<file path="config.mk">
export PLATFORM = sky130hd
export DESIGN_NAME = text_line_justifier_unit_flat
export DESIGN_NICKNAME = d
export VERILOG_FILES = /design/src/rtl/tlj_pkg.sv /design/src/rtl/tlj_if.sv /design/src/rtl/tlj_lbuf.sv /design/src/rtl/tlj_div.sv /design/src/rtl/text_line_justifier_unit.sv /design/src/flat_wrapper.sv
export SDC_FILE = /design/constraint.sdc
export NUM_CORES = 1
export LEC_CHECK = 0
export BUFFER_PORTS_ARGS = -buffer_cell sky130_fd_sc_hd__buf_2
export CAP_MARGIN = 30
export CORE_AREA = 4 4 199 201
export DETAILED_ROUTE_END_ITERATION = 7
export DIE_AREA = 0 0 203 205
export PLACE_DENSITY = 0.65
export SLEW_MARGIN = 10
export SYNTH_ARGS = -nofsm -noshare
export SYNTH_HDL_FRONTEND = slang
export SYNTH_SLANG_ARGS = --single-unit
</file>
<file path="constraint.sdc">
create_clock -name clk -period 4.39 [get_ports clk]
set_clock_uncertainty 0.15 [all_clocks]
set_input_delay 0.439 -clock clk [delete_from_list [all_inputs] [get_ports clk]]
set_output_delay 0.439 -clock clk [all_outputs]
set_load 0.02 [all_outputs]
</file>
<file path="src/rtl/tlj_pkg.sv">
// Shared package for the text line justifier.
// Field widths, reset values, controller state encoding and the result record.
// No dependencies.
`default_nettype none

package tlj_pkg;

    localparam int LEN_W          = 6;
    localparam int NUM_W          = 16;
    localparam int LINE_WORDS_DEF = 32;

    localparam logic [LEN_W-1:0] WIDTH_RESET = LEN_W'(16);

    typedef enum logic [2:0] {
        S_IDLE,
        S_FL_INIT,
        S_FL_DIV,
        S_FL_RD,
        S_FL_EMIT,
        S_PLACE,
        S_DROP
    } tlj_state_t;

    typedef struct packed {
        logic [NUM_W-1:0] word_number;
        logic [LEN_W-1:0] placed_length;
        logic [LEN_W-1:0] spaces_after;
        logic             line_end;
        logic             final_line;
        logic             too_long;
        logic             last_of_run;
    } tlj_result_t;

endpackage

`default_nettype wire

</file>
<file path="src/rtl/tlj_if.sv">
// Valid/ready channel interfaces for the text line justifier.
// tlj_word_if carries input words, tlj_result_if carries placed words.
// Depends on tlj_pkg.
`default_nettype none

interface tlj_word_if;
    import tlj_pkg::*;

    logic             valid;
    logic             ready;
    logic [LEN_W-1:0] word_length;
    logic             last_word;

    modport source (output valid, word_length, last_word, input ready);
    modport sink   (input valid, word_length, last_word, output ready);
endinterface

interface tlj_result_if;
    import tlj_pkg::*;

    logic             valid;
    logic             ready;
    logic [NUM_W-1:0] word_number;
    logic [LEN_W-1:0] placed_length;
    logic [LEN_W-1:0] spaces_after;
    logic             line_end;
    logic             final_line;
    logic             too_long;
    logic             last_of_run;

    modport source (output valid, word_number, placed_length, spaces_after, line_end,
                    final_line, too_long, last_of_run, input ready);
    modport sink   (input valid, word_number, placed_length, spaces_after, line_end,
                    final_line, too_long, last_of_run, output ready);
endinterface

`default_nettype wire

</file>
<file path="src/rtl/tlj_lbuf.sv">
// Word length buffer: one write port, one read port, registered read data.
// Depends on tlj_pkg.
`default_nettype none

module tlj_lbuf #(
    parameter int DEPTH = tlj_pkg::LINE_WORDS_DEF
) (
    input  wire logic                     clk,
    input  wire logic                     we,
    input  wire logic [$clog2(DEPTH)-1:0] waddr,
    input  wire logic [tlj_pkg::LEN_W-1:0] wdata,
    input  wire logic                     re,
    input  wire logic [$clog2(DEPTH)-1:0] raddr,
    output logic      [tlj_pkg::LEN_W-1:0] rdata
);
    import tlj_pkg::*;

    logic [LEN_W-1:0] mem [DEPTH];

    always_ff @(posedge clk)
    begin
        if (we)
        begin
            mem[waddr] <= wdata;
        end
    end

    always_ff @(posedge clk)
    begin
        if (re)
        begin
            rdata <= mem[raddr];
        end
    end

endmodule

`default_nettype wire

</file>
<file path="src/rtl/tlj_div.sv">
// Restoring divider, one quotient bit per cycle, for the gap spacing split.
// Depends on tlj_pkg.
`default_nettype none

module tlj_div #(
    parameter int DVS_W = 6
) (
    input  wire logic                      clk,
    input  wire logic                      rst_n,
    input  wire logic                      start,
    input  wire logic [tlj_pkg::LEN_W-1:0] dividend,
    input  wire logic [DVS_W-1:0]          divisor,
    output logic                           done,
    output logic      [tlj_pkg::LEN_W-1:0] quotient,
    output logic      [DVS_W-1:0]          remainder
);
    import tlj_pkg::*;

    localparam int STEP_W = $clog2(LEN_W + 1);

    logic              busy_reg, busy_next;
    logic [STEP_W-1:0] step_reg, step_next;
    logic [LEN_W-1:0]  dvd_reg, dvd_next;
    logic [DVS_W-1:0]  dvs_reg, dvs_next;
    logic [DVS_W:0]    rem_reg, rem_next;
    logic [DVS_W:0]    trial;
    logic              ge;

    always_comb
    begin
        trial     = {rem_reg[DVS_W-1:0], dvd_reg[LEN_W-1]};
        ge        = trial >= {1'b0, dvs_reg};
        busy_next = busy_reg;
        step_next = step_reg;
        dvd_next  = dvd_reg;
        dvs_next  = dvs_reg;
        rem_next  = rem_reg;
        if (start)
        begin
            busy_next = 1'b1;
            step_next = STEP_W'(LEN_W);
            dvd_next  = dividend;
            dvs_next  = divisor;
            rem_next  = '0;
        end
        else if (busy_reg)
        begin
            rem_next  = ge ? (trial - {1'b0, dvs_reg}) : trial;
            dvd_next  = {dvd_reg[LEN_W-2:0], ge};
            step_next = step_reg - STEP_W'(1);
            busy_next = step_reg != STEP_W'(1);
        end
    end

    always_ff @(posedge clk or negedge rst_n)
    begin
        if (!rst_n)
        begin
            busy_reg <= 1'b0;
            step_reg <= '0;
        end
        else
        begin
            busy_reg <= busy_next;
            step_reg <= step_next;
        end
    end

    always_ff @(posedge clk)
    begin
        dvd_reg <= dvd_next;
        dvs_reg <= dvs_next;
        rem_reg <= rem_next;
    end

    assign done      = busy_reg && (step_reg == STEP_W'(1));
    assign quotient  = dvd_reg;
    assign remainder = rem_reg[DVS_W-1:0];

endmodule

`default_nettype wire

</file>
<file path="src/rtl/text_line_justifier_unit.sv">
// Greedy full text justifier: top level with controller and result register.
// Depends on tlj_pkg, tlj_if (tlj_word_if, tlj_result_if), tlj_lbuf, tlj_div.
//
// Usage:
//   words   : valid/ready sink of word lengths; last_word flushes the last line.
//   results : valid/ready source, one transfer per placed or dropped word.
//   cfg_we/cfg_data : writes line_width; write only while the block is idle.
// A word that fits and causes no flush is accepted in S_IDLE and written to
// the buffer in S_PLACE. A line flush runs a setup state (S_FL_INIT), then
// the serial divider (S_FL_DIV) when the line is fully justified with two or
// more words, then a buffer read (S_FL_RD) and a result load (S_FL_EMIT) for
// each word. One word is handled at a time; words.ready is high only when idle.
// Results sit in a single output register; a stalled receiver holds the
// controller at the next result, and a word may be accepted while the final
// result of the previous one is still waiting.
// Reset clears the line, the word numbering and sets line_width to 16; the
// buffer contents are not cleared and need no clearing pass.
`default_nettype none

module text_line_justifier_unit #(
    parameter int LINE_WORDS = tlj_pkg::LINE_WORDS_DEF
) (
    input  wire logic                      clk,
    input  wire logic                      rst_n,
    input  wire logic                      cfg_we,
    input  wire logic [tlj_pkg::LEN_W-1:0] cfg_data,
    tlj_word_if.sink                       words,
    tlj_result_if.source                   results
);
    import tlj_pkg::*;

    localparam int CNT_W = $clog2(LINE_WORDS + 1);
    localparam int AW    = $clog2(LINE_WORDS);
    localparam int SUM_W = LEN_W + 2;
    localparam int XW    = (CNT_W > LEN_W) ? CNT_W : LEN_W;

    tlj_state_t        state_reg, state_next;
    logic [LEN_W-1:0]  width_reg, width_next;
    logic [CNT_W-1:0]  count_reg, count_next;
    logic [LEN_W-1:0]  chars_reg, chars_next;
    logic [NUM_W-1:0]  start_reg, start_next;
    logic [NUM_W-1:0]  nextnum_reg, nextnum_next;
    logic [CNT_W-1:0]  j_reg, j_next;
    logic [LEN_W-1:0]  extra_reg, extra_next;
    logic [LEN_W-1:0]  w_reg, w_next;
    logic              last_reg, last_next;
    logic              drop_reg, drop_next;
    logic              final_reg, final_next;
    logic              res_valid_reg, res_valid_next;
    tlj_result_t       res_reg, res_next;

    logic              accept;
    logic              drop_in;
    logic              need_flush;
    logic [SUM_W-1:0]  fit_sum;
    logic              slot_free;
    logic              load_flush;
    logic              load_drop;
    logic [CNT_W-1:0]  gaps;
    logic              last_j;
    logic [LEN_W-1:0]  extra_now;
    logic [XW-1:0]     pad_diff;
    logic [LEN_W-1:0]  sp;

    logic              mem_we;
    logic              mem_re;
    logic [LEN_W-1:0]  mem_rdata;

    logic              div_start;
    logic              div_done;
    logic [LEN_W-1:0]  div_q;
    logic [CNT_W-1:0]  div_r;

    tlj_lbuf #(
        .DEPTH (LINE_WORDS)
    ) u_lbuf (
        .clk   (clk),
        .we    (mem_we),
        .waddr (count_reg[AW-1:0]),
        .wdata (w_reg),
        .re    (mem_re),
        .raddr (j_reg[AW-1:0]),
        .rdata (mem_rdata)
    );

    tlj_div #(
        .DVS_W (CNT_W)
    ) u_div (
        .clk       (clk),
        .rst_n     (rst_n),
        .start     (div_start),
        .dividend  (extra_now),
        .divisor   (gaps),
        .done      (div_done),
        .quotient  (div_q),
        .remainder (div_r)
    );

    assign words.ready = (state_reg == S_IDLE);
    assign accept      = words.valid && words.ready;
    assign drop_in     = (words.word_length == '0) || (words.word_length > width_reg);
    assign fit_sum     = SUM_W'(chars_reg) + SUM_W'(count_reg) + SUM_W'(words.word_length);
    assign need_flush  = (count_reg != '0)
                         && ((fit_sum > SUM_W'(width_reg))
                             || (count_reg >= CNT_W'(LINE_WORDS)));
    assign slot_free   = !res_valid_reg || results.ready;
    assign load_flush  = (state_reg == S_FL_EMIT) && slot_free;
    assign load_drop   = (state_reg == S_DROP) && slot_free;
    assign gaps        = count_reg - CNT_W'(1);
    assign last_j      = (j_reg == gaps);
    assign extra_now   = (width_reg >= chars_reg) ? (width_reg - chars_reg) : '0;
    assign pad_diff    = XW'(extra_reg) - XW'(gaps);

    // spacing after word j of the line being flushed
    always_comb
    begin
        if (final_reg)
        begin
            if (!last_j)
            begin
                sp = LEN_W'(1);
            end
            else if (XW'(extra_reg) >= XW'(gaps))
            begin
                sp = LEN_W'(pad_diff);
            end
            else
            begin
                sp = '0;
            end
        end
        else if (count_reg == CNT_W'(1))
        begin
            sp = extra_reg;
        end
        else if (last_j)
        begin
            sp = '0;
        end
        else
        begin
            sp = div_q + ((j_reg < div_r) ? LEN_W'(1) : LEN_W'(0));
        end
    end

    // next state
    always_comb
    begin
        state_next = state_reg;
        case (state_reg)
            S_IDLE:
            begin
                if (accept)
                begin
                    if (drop_in)
                    begin
                        state_next = (words.last_word && count_reg != '0) ? S_FL_INIT : S_DROP;
                    end
                    else
                    begin
                        state_next = need_flush ? S_FL_INIT : S_PLACE;
                    end
                end
            end
            S_FL_INIT:
            begin
                state_next = div_start ? S_FL_DIV : S_FL_RD;
            end
            S_FL_DIV:
            begin
                if (div_done)
                begin
                    state_next = S_FL_RD;
                end
            end
            S_FL_RD:
            begin
                state_next = S_FL_EMIT;
            end
            S_FL_EMIT:
            begin
                if (load_flush)
                begin
                    if (!last_j)
                    begin
                        state_next = S_FL_RD;
                    end
                    else if (!final_reg)
                    begin
                        state_next = S_PLACE;
                    end
                    else
                    begin
                        state_next = drop_reg ? S_DROP : S_IDLE;
                    end
                end
            end
            S_PLACE:
            begin
                state_next = last_reg ? S_FL_INIT : S_IDLE;
            end
            S_DROP:
            begin
                if (load_drop)
                begin
                    state_next = S_IDLE;
                end
            end
            default:
            begin
                state_next = S_IDLE;
            end
        endcase
    end

    // datapath and outputs
    always_comb
    begin
        width_next     = cfg_we ? cfg_data : width_reg;
        count_next     = count_reg;
        chars_next     = chars_reg;
        start_next     = start_reg;
        nextnum_next   = nextnum_reg;
        j_next         = j_reg;
        extra_next     = extra_reg;
        w_next         = w_reg;
        last_next      = last_reg;
        drop_next      = drop_reg;
        final_next     = final_reg;
        res_next       = res_reg;
        res_valid_next = res_valid_reg && !results.ready;
        mem_we         = 1'b0;
        mem_re         = 1'b0;
        div_start      = 1'b0;

        case (state_reg)
            S_IDLE:
            begin
                if (accept)
                begin
                    w_next     = words.word_length;
                    last_next  = words.last_word;
                    drop_next  = drop_in;
                    final_next = drop_in;
                end
            end
            S_FL_INIT:
            begin
                extra_next = extra_now;
                j_next     = '0;
                div_start  = !final_reg && (count_reg >= CNT_W'(2));
            end
            S_FL_RD:
            begin
                mem_re = 1'b1;
            end
            S_FL_EMIT:
            begin
                if (load_flush)
                begin
                    res_valid_next        = 1'b1;
                    res_next.word_number  = start_reg + NUM_W'(j_reg);
                    res_next.placed_length = mem_rdata;
                    res_next.spaces_after = sp;
                    res_next.line_end     = last_j;
                    res_next.final_line   = final_reg;
                    res_next.too_long     = 1'b0;
                    res_next.last_of_run  = last_j && (final_reg ? !drop_reg : !last_reg);
                    if (last_j)
                    begin
                        count_next = '0;
                        chars_next = '0;
                    end
                    else
                    begin
                        j_next = j_reg + CNT_W'(1);
                    end
                end
            end
            S_PLACE:
            begin
                mem_we       = 1'b1;
                count_next   = count_reg + CNT_W'(1);
                chars_next   = chars_reg + w_reg;
                nextnum_next = nextnum_reg + NUM_W'(1);
                final_next   = last_reg;
                if (count_reg == '0)
                begin
                    start_next = nextnum_reg;
                end
            end
            S_DROP:
            begin
                if (load_drop)
                begin
                    res_valid_next         = 1'b1;
                    res_next.word_number   = nextnum_reg;
                    res_next.placed_length = w_reg;
                    res_next.spaces_after  = '0;
                    res_next.line_end      = 1'b0;
                    res_next.final_line    = 1'b0;
                    res_next.too_long      = 1'b1;
                    res_next.last_of_run   = 1'b1;
                end
            end
            default:
            begin
            end
        endcase
    end

    always_ff @(posedge clk or negedge rst_n)
    begin
        if (!rst_n)
        begin
            state_reg     <= S_IDLE;
            width_reg     <= WIDTH_RESET;
            count_reg     <= '0;
            chars_reg     <= '0;
            start_reg     <= '0;
            nextnum_reg   <= '0;
            res_valid_reg <= 1'b0;
        end
        else
        begin
            state_reg     <= state_next;
            width_reg     <= width_next;
            count_reg     <= count_next;
            chars_reg     <= chars_next;
            start_reg     <= start_next;
            nextnum_reg   <= nextnum_next;
            res_valid_reg <= res_valid_next;
        end
    end

    always_ff @(posedge clk)
    begin
        j_reg     <= j_next;
        extra_reg <= extra_next;
        w_reg     <= w_next;
        last_reg  <= last_next;
        drop_reg  <= drop_next;
        final_reg <= final_next;
        res_reg   <= res_next;
    end

    assign results.valid         = res_valid_reg;
    assign results.word_number   = res_reg.word_number;
    assign results.placed_length = res_reg.placed_length;
    assign results.spaces_after  = res_reg.spaces_after;
    assign results.line_end      = res_reg.line_end;
    assign results.final_line    = res_reg.final_line;
    assign results.too_long      = res_reg.too_long;
    assign results.last_of_run   = res_reg.last_of_run;

    a_count_bound: assert property (@(posedge clk) disable iff (!rst_n)
        count_reg <= CNT_W'(LINE_WORDS))
        else $error("line word count beyond buffer depth");

    a_flush_nonempty: assert property (@(posedge clk) disable iff (!rst_n)
        (state_reg == S_FL_INIT) |-> (count_reg != '0))
        else $error("flush started on an empty line");

    a_write_in_range: assert property (@(posedge clk) disable iff (!rst_n)
        mem_we |-> (count_reg < CNT_W'(LINE_WORDS)))
        else $error("buffer write beyond depth");

    a_emit_in_line: assert property (@(posedge clk) disable iff (!rst_n)
        load_flush |-> (j_reg < count_reg))
        else $error("flush index beyond line");

    a_div_before_read: assert property (@(posedge clk) disable iff (!rst_n)
        (state_reg == S_FL_DIV && div_done) |=> (state_reg == S_FL_RD))
        else $error("divider result not followed by buffer read");

endmodule

`default_nettype wire

</file>
<file path="src/flat_wrapper.sv">
// flat-port wrapper written by rule: the top's interface ports become plain ports
module text_line_justifier_unit_flat import tlj_pkg::*;
#(
    parameter int LINE_WORDS = tlj_pkg::LINE_WORDS_DEF
)
  (clk, rst_n, cfg_we, cfg_data, words_valid, words_word_length, words_last_word, words_ready, results_valid, results_word_number, results_placed_length, results_spaces_after, results_line_end, results_final_line, results_too_long, results_last_of_run, results_ready);
  tlj_word_if words_i ();
  tlj_result_if results_i ();
  input  wire logic clk;
  input  wire logic rst_n;
  input  wire logic cfg_we;
  input  wire logic [tlj_pkg::LEN_W-1:0] cfg_data;
  input wire logic [$bits(words_i.valid)-1:0] words_valid;
  input wire logic [$bits(words_i.word_length)-1:0] words_word_length;
  input wire logic [$bits(words_i.last_word)-1:0] words_last_word;
  output wire logic [$bits(words_i.ready)-1:0] words_ready;
  output wire logic [$bits(results_i.valid)-1:0] results_valid;
  output wire logic [$bits(results_i.word_number)-1:0] results_word_number;
  output wire logic [$bits(results_i.placed_length)-1:0] results_placed_length;
  output wire logic [$bits(results_i.spaces_after)-1:0] results_spaces_after;
  output wire logic [$bits(results_i.line_end)-1:0] results_line_end;
  output wire logic [$bits(results_i.final_line)-1:0] results_final_line;
  output wire logic [$bits(results_i.too_long)-1:0] results_too_long;
  output wire logic [$bits(results_i.last_of_run)-1:0] results_last_of_run;
  input wire logic [$bits(results_i.ready)-1:0] results_ready;
  assign words_i.valid = words_valid;
  assign words_i.word_length = words_word_length;
  assign words_i.last_word = words_last_word;
  assign words_ready = words_i.ready;
  assign results_valid = results_i.valid;
  assign results_word_number = results_i.word_number;
  assign results_placed_length = results_i.placed_length;
  assign results_spaces_after = results_i.spaces_after;
  assign results_line_end = results_i.line_end;
  assign results_final_line = results_i.final_line;
  assign results_too_long = results_i.too_long;
  assign results_last_of_run = results_i.last_of_run;
  assign results_i.ready = results_ready;
  text_line_justifier_unit #(.LINE_WORDS(LINE_WORDS)) u_core (.clk(clk), .rst_n(rst_n), .cfg_we(cfg_we), .cfg_data(cfg_data), .words(words_i), .results(results_i));
endmodule
</file>
* Yosys cells after proc, flatten, opt, wreduce, memory -nomap -nowiden *
Memories as Yosys holds them, arrays and structs flattened. A register that Yosys moved wholly into a read port is not among the register bits.
Cells that the tools add are included.

storage, ports and cells
  input bits = 18
  output and inout port bits = 34
  memories kept = 1
  ROM bits = 0
  logic and storage cells = 144
  latch bits = 0
  register bits = 129
  bits in writable memories = 192

cells by class
  bitwise gates (word level) = 0
  add/subtract/negate cells = 13
  reductions and logical operators = 33
  shift-type cells = 0
  multiply operators = 0
  multiplexer cells = 48
  equality and inequality tests = 16
  div/mod/pow operators = 0
  $lt $le $gt $ge = 8

memory list
  memory             words  bits a word  rd ports  clocked after Yosys merged registers in  wr ports  line            source
  u_core.u_lbuf.mem  32     6            1         1                                        1         tlj_lbuf.sv:18  logic [LEN_W-1:0] mem [DEPTH];

operators by type and width
  kind                                                   number
  two-way mux 6 bit                                      13
  two-way mux 32 bit                                     2
  case mux 32 bit (2 select lines)                       1
  two-way mux 3 bit                                      12
  case mux 6 bit (2 select lines)                        3
  case mux 3 bit (7 select lines)                        1
  subtractor 6 bit                                       3
  adder 16 x 1 -> 16 bit, second input constant          1
  adder 16 x 6 -> 16 bit                                 1
  two-way mux 1 bit                                      14
  adder 6 x 1 -> 6 bit, second input constant            2
  adder 6 bit                                            2
  greater-or-equal comparator 6 bit                      2
  logical NOT 6 bit                                      2
  nonzero test 2 bit                                     5
  == test 3 bit, second input constant                   3
  logical AND 1 bit                                      9
  AND reduction 3 bit                                    3
  adder 8 x 6 -> 8 bit                                   1
  greater-than comparator 8 x 6 -> 1 bit                 1
  inequality test 2 x 1 -> 1 bit, second input constant  4
  adder 6 x 6 -> 7 bit                                   1
  greater-or-equal comparator 7 x 6 -> 1 bit             1
  == test 3 x 1 -> 1 bit, second input constant          2
  18 further kinds                                       29

* Logic depth before layout (Yosys ltp) *
Gate-level depths: netlist (run 1).

  word-level depth = 9
  gate-level depth with buffers = 16
  gate-level depth less buffers = 16

* Cells and area by module *
Synthesis (run 1) repeated with hierarchy kept, for this count alone.

unflattened totals
  cell total of the unflattened synthesis = 1086
  area total of the unflattened synthesis = 15503.6 µm²

by module, submodules not included
  module                    instances  cells each  sequential area each (µm²)  area an instance (µm²)
  tlj_lbuf                  1          323         5945.7                      7649.8
  text_line_justifier_unit  1          651         2944.1                      6633.9
  tlj_div                   1          112         580.6                       1219.9

* Least setup slack after synthesis (run 1) *
OpenSTA, ideal clock, no wires.

  path kind = register to register
  from = register u_core.chars_reg[0]
  to = register u_core.state_reg[2]
  data arrival time = 3.185 ns
  period minus slack after synthesis = 3.425 ns
  path buffers = 0
  library setup time = 0.090 ns
  path slack = 0.965 ns
  required time = 4.150 ns
  cell stages (with the launch flop) = 16
  cell sequence = dfrtp_1 -> ha_1 -> fa_1 -> a211oi_1 -> o21a_1 -> ha_1 -> nand2_1 -> o211ai_1 -> xor2_1 -> ha_1 -> a21oi_1 -> nand2b_1 -> o21ai_0 -> a21boi_0 -> a2111o_1 -> o221ai_1

between the ends
  cells in the longest elaborated chain, start to end = 9

ends and longest elaborated chain
  what                                    line                             source
  start: declaration                      text_line_justifier_unit.sv:40   logic [LEN_W-1:0] chars_reg, chars_next;
  start signal: assignment                text_line_justifier_unit.sv:329  chars_reg <= chars_next;
  adder 6 x 6 -> 7 bit                    text_line_justifier_unit.sv:102  assign fit_sum = SUM_W'(chars_reg) + SUM_W'(count_reg) + SUM_W'(words.word_length);
  adder 8 x 6 -> 8 bit                    text_line_justifier_unit.sv:102
  greater-than comparator 8 x 6 -> 1 bit  text_line_justifier_unit.sv:104  && ((fit_sum > SUM_W'(width_reg))
  logical OR 1 bit                        text_line_justifier_unit.sv:105  || (count_reg >= CNT_W'(LINE_WORDS)));
  logical AND 1 bit                       text_line_justifier_unit.sv:104
  two-way mux 3 bit                       text_line_justifier_unit.sv:161  state_next = need_flush ? S_FL_INIT : S_PLACE;
  two-way mux 3 bit                       text_line_justifier_unit.sv:155  if (drop_in)
  two-way mux 3 bit                       text_line_justifier_unit.sv:153  if (accept)
  case mux 3 bit (7 select lines)         text_line_justifier_unit.sv:150  case (state_reg)
  end signal: assignment                  text_line_justifier_unit.sv:326  state_reg <= state_next;
  end: declaration                        text_line_justifier_unit.sv:37   tlj_state_t state_reg, state_next;

No other way between the ends. The select of a mux whose other input is x is not followed.
A chain may end at the register's enable or synchronous reset.

* Worst setup path in the final report (run 1) *
Same ends and word-level chain as after synthesis.

==> summary.md, run 1 <==
| Metric | Value |
|---|---|
| Post-route setup slack | `0.582 ns` |
| Die Ht | `205 um` |
| Delay-heaviest family, CP | `compound AO/OA/AOI/OAI gates` |
| Synth Area in Compound Gates | `0.0705` |
| Via density | `5.28` |
| Outcome | `complete, no violations` |
| Largest net degree at the start of global routing | `54` |
| Setup TNS | `0 ns` |
| Largest family of logic cells by synthesized area | `multiplexers` |
| Final hold vios | `0` |
| Reg2reg setup slack | `0.58 ns` |
| Initial antenna violation count | `0` |
| Achievable Freq | `0.263 GHz` |
| Die area | `41600 sq um` |
| Tmin final | `3.81 ns` |
| Worst path slowest cell | `dfrtp_1` |
| Layout cell share with drive strength beyond 1 | `0.180` |
| Maximum vdd drop | `0.416 mV` |
| Vias in the first global route | `9503` |
| Synth Net Count | `1231` |
| Core box area | `37600 sq um` |
| Dpl cell area | `16600 sq um` |
| Worst Path Buf+Inv | `0` |
| Post-Synth XOR/XNOR Area | `0.0378` |
| Most frequent cell on the critical path | `ha_1` |
| Synthesized flop and latch total | `327` |
| # nets final | `1303` |
| Worst-path cell chain | `ha_1 > fa_1 > xor2_1 > ha_1 > a21oi_1 > o211ai_1 > xor2_1 > ha_1 > a21oi_1 > nand2b_1 > o21ai_0 > a21boi_0 > a2111o_1 > o221ai_1` |
| Grt ovf | `0` |
| Worst reg-to-reg path cell count | `14` |
| Clk_lat worst skew | `0.52 ns` |
| Crit-path max FO | `4` |
| Initial core utilization | `0.419` |
| Clock slew at reported path FFs | `0.06 ns` |
| Crit. End Element | `register` |
| Post-synth EDFFs | `263` |
| Critical hold path startpoint | `cfg_data[4]` |
| First-pass GRT wire length | `53600 um` |
| Routability congestion estimate from global placement | `0.891` |
| DR pass1 iterations | `5` |
| Routed WL | `33700 um` |
| CTS Buffer Depth | `3` |
| CTS sink cnt | `327` |
| Final non-filler cell area | `17800 sq um` |
| Total track usage | `0.164` |
| Slew margin rel. | `0.422` |
| Post-Synth Simple-Gate Area | `0.0866` |
| P&R area growth vs syn | `13.2%` |
| Max-cap viol count | `0` |
| Clk root buf | `clkbuf_16` |
| Chip Width | `203 um` |
| Max FFs per register | `192` |
| Setup bufs post-CTS | `0` |
| Post-synth top flop | `edfxtp_1` |
| Reg2reg end | `u_core.state_reg[2]` |
| Initial DRC Count | `654` |
| Hold Crit Class | `in -> reg` |
| Crit path kind | `reg -> reg` |
| R2r startpoint | `u_core.chars_reg[0]` |
| Leak | `6.69 nW` |
| Final max-slew violation count | `0` |
| # diodes | `0` |
| H-tree depth | `2` |
| Syn_area_per_cell | `13.9 sq um` |
| CP startpoint kind | `register` |
| I/O pin total | `52` |
| Pre-CTS WS | `0.598 ns` |
| Final core occ | `0.474` |
| Asr flop ratio synth | `0.177` |
| Final ANT Viol Nets | `0` |
| Vias | `9209` |
| Register area share after synthesis | `0.602` |
| Synth Area in Adders | `0.0646` |
| Final Setup Violations | `0` |
| Post-DP HPWL | `23100 um` |
| Netlist Area Pre-Place | `15700 sq um` |
| Arrival time worst endpoint | `4.08 ns` |
| Reg with most FFs | `u_core.u_lbuf.mem` |
| Port Buf Inserts | `51` |
| Fin crit share | `0.867` |
| Post-synthesis mux area share | `0.111` |
| CTS tree | `yes` |
| Rows | `71` |
| Slowest stage delay, CP | `0.42 ns` |
| Yosys warning total | `0` |
| Gate Count Post-Synth | `1136` |
| Routed len/inst | `19.3 um` |
| Count of cell types in the netlist | `66` |
| Power Density | `633 nW/um^2` |
| RSZ-0062 raised after global routing | `false` |
| Inserted Clock Buffers | `36` |
| Worst-Margin Slew | `0.845 ns` |
| Hold Crit Endpoint | `u_core.width_reg[4]` |
| Worst hold stages | `3` |
| Worst EP required | `4.66 ns` |
| DRC Markers | `0` |
cell type report:
type / instances / area, sq um
fill: 3226 / 19800
timing repair buffer: 79 / 509
multi-input combinational: 700 / 5830
clock buffer: 44 / 962
clock inverter: 19 / 165
inverter: 64 / 240
tap: 511 / 639
sequential: 327 / 9470
metrics by stage:
stage	instances	total power, mW	hold WS, ns
after global routing	1744	12.0	0.0101
after floorplan	1136	7.34	-0.00659
after detailed placement	1671	8.39	0.335
final	1744	11.3	0.0180
after CTS	1742	11.3	0.00388
after global placement	1669	8.28	0.333
logic make-up (layout without fill, tap and decap cells):
kind of cell,after synthesis,in the layout
compound gates,175,175
buf+inv,109,206
xor+xnor,63,63
flops,327,327
simple gates,290,290
mux,95,95
fa+ha+maj,77,77
worst min-delay path, delay by kind of cell:
kind,cells,cell delay [ns]
AO/OA/AOI/OAI,1,0.08
AND/OR/NAND/NOR,1,0.05
buffers and inverters,1,0.08
per-layer routing:
layer | up-vias | track usage | share of wire
li1 | 4387 | - | -
met1 | 4545 | 0.232 | 0.45
met2 | 227 | 0.263 | 0.47
met3 | 50 | 0.0328 | 0.054
met4 | 0 | 0.0415 | 0.020
met5 | - | 0 | 0
Yosys cell counts, drive strengths merged, types with 2 or more instances:
master / instances / area [sq um]
edfxtp: 263 / 7900
nand2: 100 / 375
nor2: 86 / 330
ha: 70 / 876
inv: 63 / 236
mux4: 60 / 1350
dfrtp: 57 / 1430
o21ai: 56 / 280
xnor2: 43 / 377
a21oi: 38 / 194
mux2: 31 / 349
clkbuf: 27 / 101
buf: 18 / 101
nand3: 17 / 85.1
xor2: 17 / 149
a21o: 15 / 113
nand2b: 14 / 87.6
a211oi: 12 / 90.1
and2: 11 / 71.3
and3: 11 / 68.8
nor3: 11 / 66.3
nand4: 8 / 50.1
nor2b: 8 / 50.1
o211ai: 8 / 60.1
o21a: 8 / 60.1
fa: 7 / 140
a31oi: 6 / 37.5
dfxtp: 6 / 120
o21bai: 6 / 45.0
nand3b: 5 / 37.5
nor3b: 5 / 37.5
or3: 5 / 36.3
a21boi: 4 / 30.0
mux2i: 4 / 40.0
nor4: 4 / 25.0
o31ai: 4 / 30.0
a211o: 3 / 26.3
and4: 3 / 26.3
xnor3: 3 / 68.8
a22o: 2 / 17.5
o211a: 2 / 20.0
o22ai: 2 / 12.5
where the power goes:
part           total (mW)  leakage (nW)  internal [mW]  switching (mW)
Sequential           4.16          3.20           3.82           0.336
Clock                2.91         0.551           1.73            1.18
Combinational        4.21          2.94           1.88            2.33
Total                11.3          6.69           7.43            3.85
what timing repair did:
action                                  in CTS  in global routing
hold buffers                                 8                  0
resized for setup                            0                  0
endpoints found under the hold margin       32                  0
endpoints found under the setup margin       0                  0
cells in the final DEF, fill, tap and decap left out, types with 43 or more instances in the layout:
cell type  count
buf_2         51
dfrtp_1       57
edfxtp_1     263
ha_1          70
inv_1         62
mux4_2        60
nand2_1      100
nor2_1        84
o21ai_0       54
xnor2_1       43
how the worst max path moves through the flow:
stage,start,depth (start not counted),end,slack (ns)
after floorplan,u_core.chars_reg[0],15,u_core.state_reg[2],0.96
after global placement,u_core.chars_reg[0],14,u_core.state_reg[2],0.73
after detailed placement,u_core.chars_reg[0],14,u_core.state_reg[2],0.60
after CTS,u_core.chars_reg[0],14,u_core.state_reg[2],0.57
after global routing,u_core.chars_reg[0],14,u_core.state_reg[2],0.31
final,u_core.chars_reg[0],14,u_core.state_reg[2],0.58
Note: power is estimated with default switching activity, not from simulation.
==> run 2: changes to the inputs <==
==> constraint.sdc (replaced) <==
create_clock -name clk -period 4.39 [get_ports clk]
set_clock_uncertainty 0.15 [all_clocks]
set_input_delay 0.6585 -clock clk [delete_from_list [all_inputs] [get_ports clk]]
set_output_delay 0.6585 -clock clk [all_outputs]
set_load 0.02 [all_outputs]
==> run 2 against run 1 <==
Effect of this change:
- clock power about the same
- wire length fell by 0.14%
- die area stayed put
- via count is 0.34% higher
- combinational power is essentially flat
- total power up 0.13%
- fmax up 0.21%
- utilization down 0.17 points
- cell area shrank 0.36%
- flip-flop and latch count stayed put
- largest power group unchanged
==> summary.md, run 2 (synthesis results as in run 1) <==
| Metric | Value |
|---|---|
| Routed len/inst | `19.4 um (was 19.3 um)` |
| Chip Width | `203 um (unchanged)` |
| Dpl cell area | `16600 sq um (about the same)` |
| Final max-slew violation count | `0 (unchanged)` |
| Final Setup Violations | `0 (unchanged)` |
| Worst-Margin Slew | `0.925 ns (was 0.845 ns)` |
| Reg2reg end | `u_core.state_reg[2] (unchanged)` |
| Hold Crit Endpoint | `u_core.last_reg (was u_core.width_reg[4])` |
| Crit-path max FO | `4 (unchanged)` |
| Vias | `9240 (was 9209)` |
| Arrival time worst endpoint | `4.09 ns (was 4.08 ns)` |
| Hold Crit Class | `in -> reg (unchanged)` |
| Vias in the first global route | `9379 (was 9503)` |
| Tmin final | `3.80 ns (was 3.81 ns)` |
| Inserted Clock Buffers | `36 (unchanged)` |
| Rows | `71 (unchanged)` |
| Clock slew at reported path FFs | `0.06 ns (about the same)` |
| Clk_lat worst skew | `0.52 ns (about the same)` |
| Slew margin rel. | `0.368 (was 0.422)` |
| H-tree depth | `2 (unchanged)` |
| P&R area growth vs syn | `12.8% (was 13.2%)` |
| CTS sink cnt | `327 (unchanged)` |
| Die Ht | `205 um (unchanged)` |
| Achievable Freq | `0.263 GHz (about the same)` |
| Power Density | `636 nW/um^2 (was 633 nW/um^2)` |
| Crit path kind | `reg -> reg (unchanged)` |
| Largest net degree at the start of global routing | `54 (unchanged)` |
| Core box area | `37600 sq um (unchanged)` |
| Worst reg-to-reg path cell count | `14 (unchanged)` |
| Worst EP required | `4.68 ns (was 4.66 ns)` |
| CTS Buffer Depth | `3 (unchanged)` |
| Routability congestion estimate from global placement | `0.858 (was 0.891)` |
| Initial antenna violation count | `0 (unchanged)` |
| Routed WL | `33600 um (was 33700 um)` |
| Initial core utilization | `0.419 (unchanged)` |
| Final hold vios | `0 (unchanged)` |
| Final ANT Viol Nets | `0 (unchanged)` |
| Leak | `6.66 nW (was 6.69 nW)` |
| R2r startpoint | `u_core.chars_reg[0] (unchanged)` |
| Fin crit share | `0.866 (was 0.867)` |
| DRC Markers | `0 (unchanged)` |
| Maximum vdd drop | `0.374 mV (was 0.416 mV)` |
| Port Buf Inserts | `51 (unchanged)` |
| Setup bufs post-CTS | `0 (unchanged)` |
| Crit. End Element | `register (unchanged)` |
| Reg2reg setup slack | `0.59 ns (was 0.58 ns)` |
| Max-cap viol count | `0 (unchanged)` |
| PnR Total Power | `11.3 mW (about the same)` |
| Post-DP HPWL | `23200 um (was 23100 um)` |
| Clk root buf | `clkbuf_16 (unchanged)` |
| Grt ovf | `0 (unchanged)` |
| Reg with most FFs | `u_core.u_lbuf.mem (unchanged)` |
| I/O pin total | `52 (unchanged)` |
| Worst hold stages | `1 (was 3)` |
| Final Non-Filler Cells | `1734 (was 1744)` |
| Max FFs per register | `192 (unchanged)` |
| Die area | `41600 sq um (unchanged)` |
| DR pass1 iterations | `5 (unchanged)` |
| Most frequent cells in the layout | `edfxtp_1 (263), nand2_1 (100), nor2_1 (84), ha_1 (70), inv_1 (62) (unchanged)` |
| # diodes | `0 (unchanged)` |
| # nets final | `1294 (was 1303)` |
| Setup TNS | `0 ns (unchanged)` |
| Placed cell count | `1669 (was 1671)` |
| CP startpoint kind | `register (unchanged)` |
| First-pass GRT wire length | `53400 um (was 53600 um)` |
| Layout fillers | `3243 (was 3226)` |
| Critical hold path startpoint | `words_last_word (was cfg_data[4])` |
| RSZ-0062 raised after global routing | `false (unchanged)` |
| Most common cell after layout, fill and taps aside | `edfxtp_1 (unchanged)` |
| Total track usage | `0.164 (about the same)` |
| CTS tree | `yes (unchanged)` |
| Final non-filler cell area | `17800 sq um (about the same)` |
| Outcome | `complete, no violations (unchanged)` |
| Layout cell share with drive strength beyond 1 | `0.179 (was 0.180)` |
| Via density | `5.33 (was 5.28)` |
| Initial DRC Count | `664 (was 654)` |
-- run 2: cell count changes in the layout (fill, tap and decap cells not counted) --
cell and change:
clkinv_4 -1, clkbuf_1 +6, clkinv_2 -2, buf_4 -3
bufinv_16 -1, buf_6 -1, clkbuf_8 +3, dlygate4sd3_1 -7
clkinv_1 -6, buf_12 +1, buf_16 +1
-- run 2: critical path, cell delays in order, from the launching register on --
cell	delay, ns
dfrtp_1	0.41
ha_1	0.24
fa_1	0.57
ha_1	0.26
a21o_1	0.18
a21oi_1	0.28
o211ai_1	0.16
xor2_1	0.16
ha_1	0.30
a21oi_1	0.19
nand2b_1	0.07
o21ai_0	0.16
a21boi_0	0.11
a2111o_1	0.39
o221ai_1	0.07
-- run 2: metal layers --
layer / wire length [um] / global-route usage / share of wire
met4: 598 / 0.0424 / 0.018
met2: 16000 / 0.273 / 0.48
met5: 0 / 0 / 0
met1: 15000 / 0.228 / 0.45
met3: 2000 / 0.0249 / 0.060
-- run 2: how the worst max path moves through the flow --
stage,slack [ns],start,endpoint
after floorplan,0.96,u_core.chars_reg[0],u_core.state_reg[2]
after global placement,0.72,u_core.chars_reg[0],u_core.state_reg[2]
after detailed placement,0.63,u_core.chars_reg[0],u_core.state_reg[2]
after CTS,0.60,u_core.chars_reg[0],u_core.state_reg[2]
after global routing,0.25,u_core.count_reg[1],u_core.state_reg[2]
final,0.59,u_core.chars_reg[0],u_core.state_reg[2]
-- run 2: power by group --
| part | switching, mW | internal, mW | total, mW |
|---|---|---|---|
| clock network | 1.17 | 1.73 | 2.90 |
| registers | 0.345 | 3.82 | 4.17 |
| logic | 2.35 | 1.88 | 4.23 |
| total | 3.86 | 7.43 | 11.3 |
-- run 2: timing repair --
action / 4_1_cts / 5_1_grt
hold buffers: 1 / 0
hold endpoints to repair: 21 / 0
gates resized for setup: 0 / 0
-- run 2: final cells by class --
class	count	area, sq um	area share
flip-flops and latches	327	9470	0.533
clock buffers	53	1030	0.0578
well taps	511	639	0.0360
repair buffers	70	453	0.0255
clock inverters	9	93.8	0.00529
multi-input cells	700	5830	0.328
inverters	64	240	0.0135
-- run 2: stage by stage --
stage	hold slack [ns]	utilization	setup slack (ns)
2_1_floorplan	0.213	-	0.965
3_3_place_gp	0.333	0.441	0.717
3_5_place_dp	0.350	0.442	0.633
4_1_cts	0.173	0.472	0.602
5_1_grt	0.179	0.472	0.251
6_report	0.188	0.472	0.590
==> run 3: changes to the inputs <==
CORE_AREA = 2 2 197 199   (was 4 4 199 201)
DIE_AREA = 0 0 199 201   (was 0 0 203 205)
SKIP_LAST_GASP = 1   (was unset)
==> run 3 against run 2 <==
Effect of this change:
- sequential power about the same
- combinational power about the same
- critical path type unchanged
- utilization fell by 0.39 points
- largest cell class unchanged
- worst hold slack worse by 0.12 ns
- via count grew 0.98%
- fmax down 0.82%
- cell count is 0.58% higher
==> summary.md, run 3 (synthesis results as in run 1) <==
| Metric | Value |
|---|---|
| Crit-path max FO | `4 (unchanged)` |
| Slew margin rel. | `0.372 (was 0.368)` |
| Via density | `5.35 (was 5.33)` |
| Final ANT Viol Nets | `0 (unchanged)` |
| # diodes | `0 (unchanged)` |
| Clock slew at reported path FFs | `0.06 ns (about the same)` |
| CTS sink cnt | `327 (unchanged)` |
| Layout cell share with drive strength beyond 1 | `0.184 (was 0.179)` |
| Power Density | `645 nW/um^2 (was 636 nW/um^2)` |
| Vias | `9331 (was 9240)` |
| Clk root buf | `clkbuf_16 (unchanged)` |
| Initial core utilization | `0.413 (was 0.419)` |
| Chip Width | `199 um (was 203 um)` |
| Arrival time worst endpoint | `4.11 ns (was 4.09 ns)` |
| Routed len/inst | `19.3 um (was 19.4 um)` |
| Die Ht | `201 um (was 205 um)` |
| Routed WL | `33700 um (was 33600 um)` |
| CP startpoint kind | `register (unchanged)` |
| Maximum vdd drop | `0.411 mV (was 0.374 mV)` |
| Hold_buf cts | `0 (was 1)` |
| PnR Total Power | `11.5 mW (was 11.3 mW)` |
| CTS tree | `yes (unchanged)` |
| Crit path kind | `reg -> reg (unchanged)` |
| DR pass1 iterations | `5 (unchanged)` |
| Most frequent cells in the layout | `edfxtp_1 (263), nand2_1 (100), nor2_1 (84), ha_1 (70), inv_1 (62) (unchanged)` |
| Achievable Freq | `0.261 GHz (was 0.263 GHz)` |
| I/O pin total | `52 (unchanged)` |
| Cts repair resizes | `0 (unchanged)` |
| Routability congestion estimate from global placement | `0.894 (was 0.858)` |
| Reg2reg setup slack | `0.56 ns (was 0.59 ns)` |
| Hold Crit Class | `in -> async (was in -> reg)` |
| Crit. End Element | `register (unchanged)` |
| Grt ovf | `0 (unchanged)` |
| Max-cap viol count | `0 (unchanged)` |
| RSZ-0062 raised after global routing | `false (unchanged)` |
| Port Buf Inserts | `51 (unchanged)` |
| Setup TNS | `0 ns (unchanged)` |
| Rows | `72 (was 71)` |
| Reg with most FFs | `u_core.u_lbuf.mem (unchanged)` |
| Setup bufs post-CTS | `0 (unchanged)` |
| Initial antenna violation count | `0 (unchanged)` |
| Total track usage | `0.175 (was 0.164)` |
| First-pass GRT wire length | `54000 um (was 53400 um)` |
| Outcome | `complete, no violations (unchanged)` |
| Max FFs per register | `192 (unchanged)` |
| Final max-slew violation count | `0 (unchanged)` |
| Final Setup Violations | `0 (unchanged)` |
| Post-DP HPWL | `22900 um (was 23200 um)` |
| Core box area | `38100 sq um (was 37600 sq um)` |
| Most common cell after layout, fill and taps aside | `edfxtp_1 (unchanged)` |
| H-tree depth | `2 (unchanged)` |
| Inserted Clock Buffers | `36 (unchanged)` |
| Initial DRC Count | `710 (was 664)` |
| Die area | `40000 sq um (was 41600 sq um)` |
| Final hold vios | `0 (unchanged)` |
| DRC Markers | `0 (unchanged)` |
| Worst EP required | `4.67 ns (was 4.68 ns)` |
| # nets final | `1293 (was 1294)` |
| Largest net degree at the start of global routing | `49 (was 54)` |
| Worst-Margin Slew | `0.937 ns (was 0.925 ns)` |
| Leak | `6.70 nW (was 6.66 nW)` |
| Fin crit share | `0.873 (was 0.866)` |
| Vias in the first global route | `9529 (was 9379)` |
| Tmin final | `3.83 ns (was 3.80 ns)` |
| Clk_lat worst skew | `0.53 ns (was 0.52 ns)` |
| P&R area growth vs syn | `13.5% (was 12.8%)` |
| CTS Buffer Depth | `3 (unchanged)` |
## run 3: worst max-delay path, stage by stage, from the launching register on
cell and delay, ns:
dfrtp_1 0.42, ha_1 0.24, fa_1 0.43, a211oi_1 0.34
o21a_1 0.21, ha_1 0.25, nand2_1 0.09, o211ai_1 0.12
xor2_1 0.17, ha_1 0.30, a21oi_1 0.20, nand2b_1 0.07
o21ai_0 0.15, a21boi_0 0.11, a2111o_1 0.41, o221ai_1 0.09
## run 3: final timing paths
path	from	endpoint	cells after the start
min in group clk	cfg_data[0]	u_core.width_reg[0]	3
hold reg to reg	u_core.u_div.step_reg[1]	u_core.u_div.step_reg[1]	2
max in group asynchronous	rst_n	u_core.chars_reg[5]	2
setup reg to reg	u_core.chars_reg[0]	u_core.state_reg[2]	15
setup / recovery	u_core.chars_reg[0]	u_core.state_reg[2]	15
hold / removal	rst_n	u_core.start_reg[8]	1
## run 3: power by group
part	switching [mW]	internal (mW)	total, mW
logic	2.35	1.87	4.22
registers	0.349	3.82	4.17
clock network	1.22	1.91	3.13
total	3.92	7.60	11.5
## run 3: layout make-up
class                   instances  area [sq um]
multi-input cells             700          5830
well taps                     518           648
inverters                      64           240
fillers                      3290         20300
clock inverters                18           205
clock buffers                  48          1040
repair buffers                 69           418
flip-flops and latches        327          9470
## run 3: metrics by stage
stage	hold WS, ns	cells	setup slack (ns)	utilization	area [sq um]
final	0.0693	1744	0.559	0.469	17900
after global routing	0.130	1744	0.231	0.469	17900
after detailed placement	0.340	1677	0.619	0.435	16600
after global placement	0.331	1675	0.747	0.434	16600
after floorplan	0.213	1136	0.965	-	15700
after CTS	0.0680	1743	0.588	0.468	17800
## run 3: per-layer routing
metal	wire, um	global-route usage
met1	15700	0.252
met2	15700	0.274
met3	1700	0.0269
met4	721	0.0544
met5	0	0
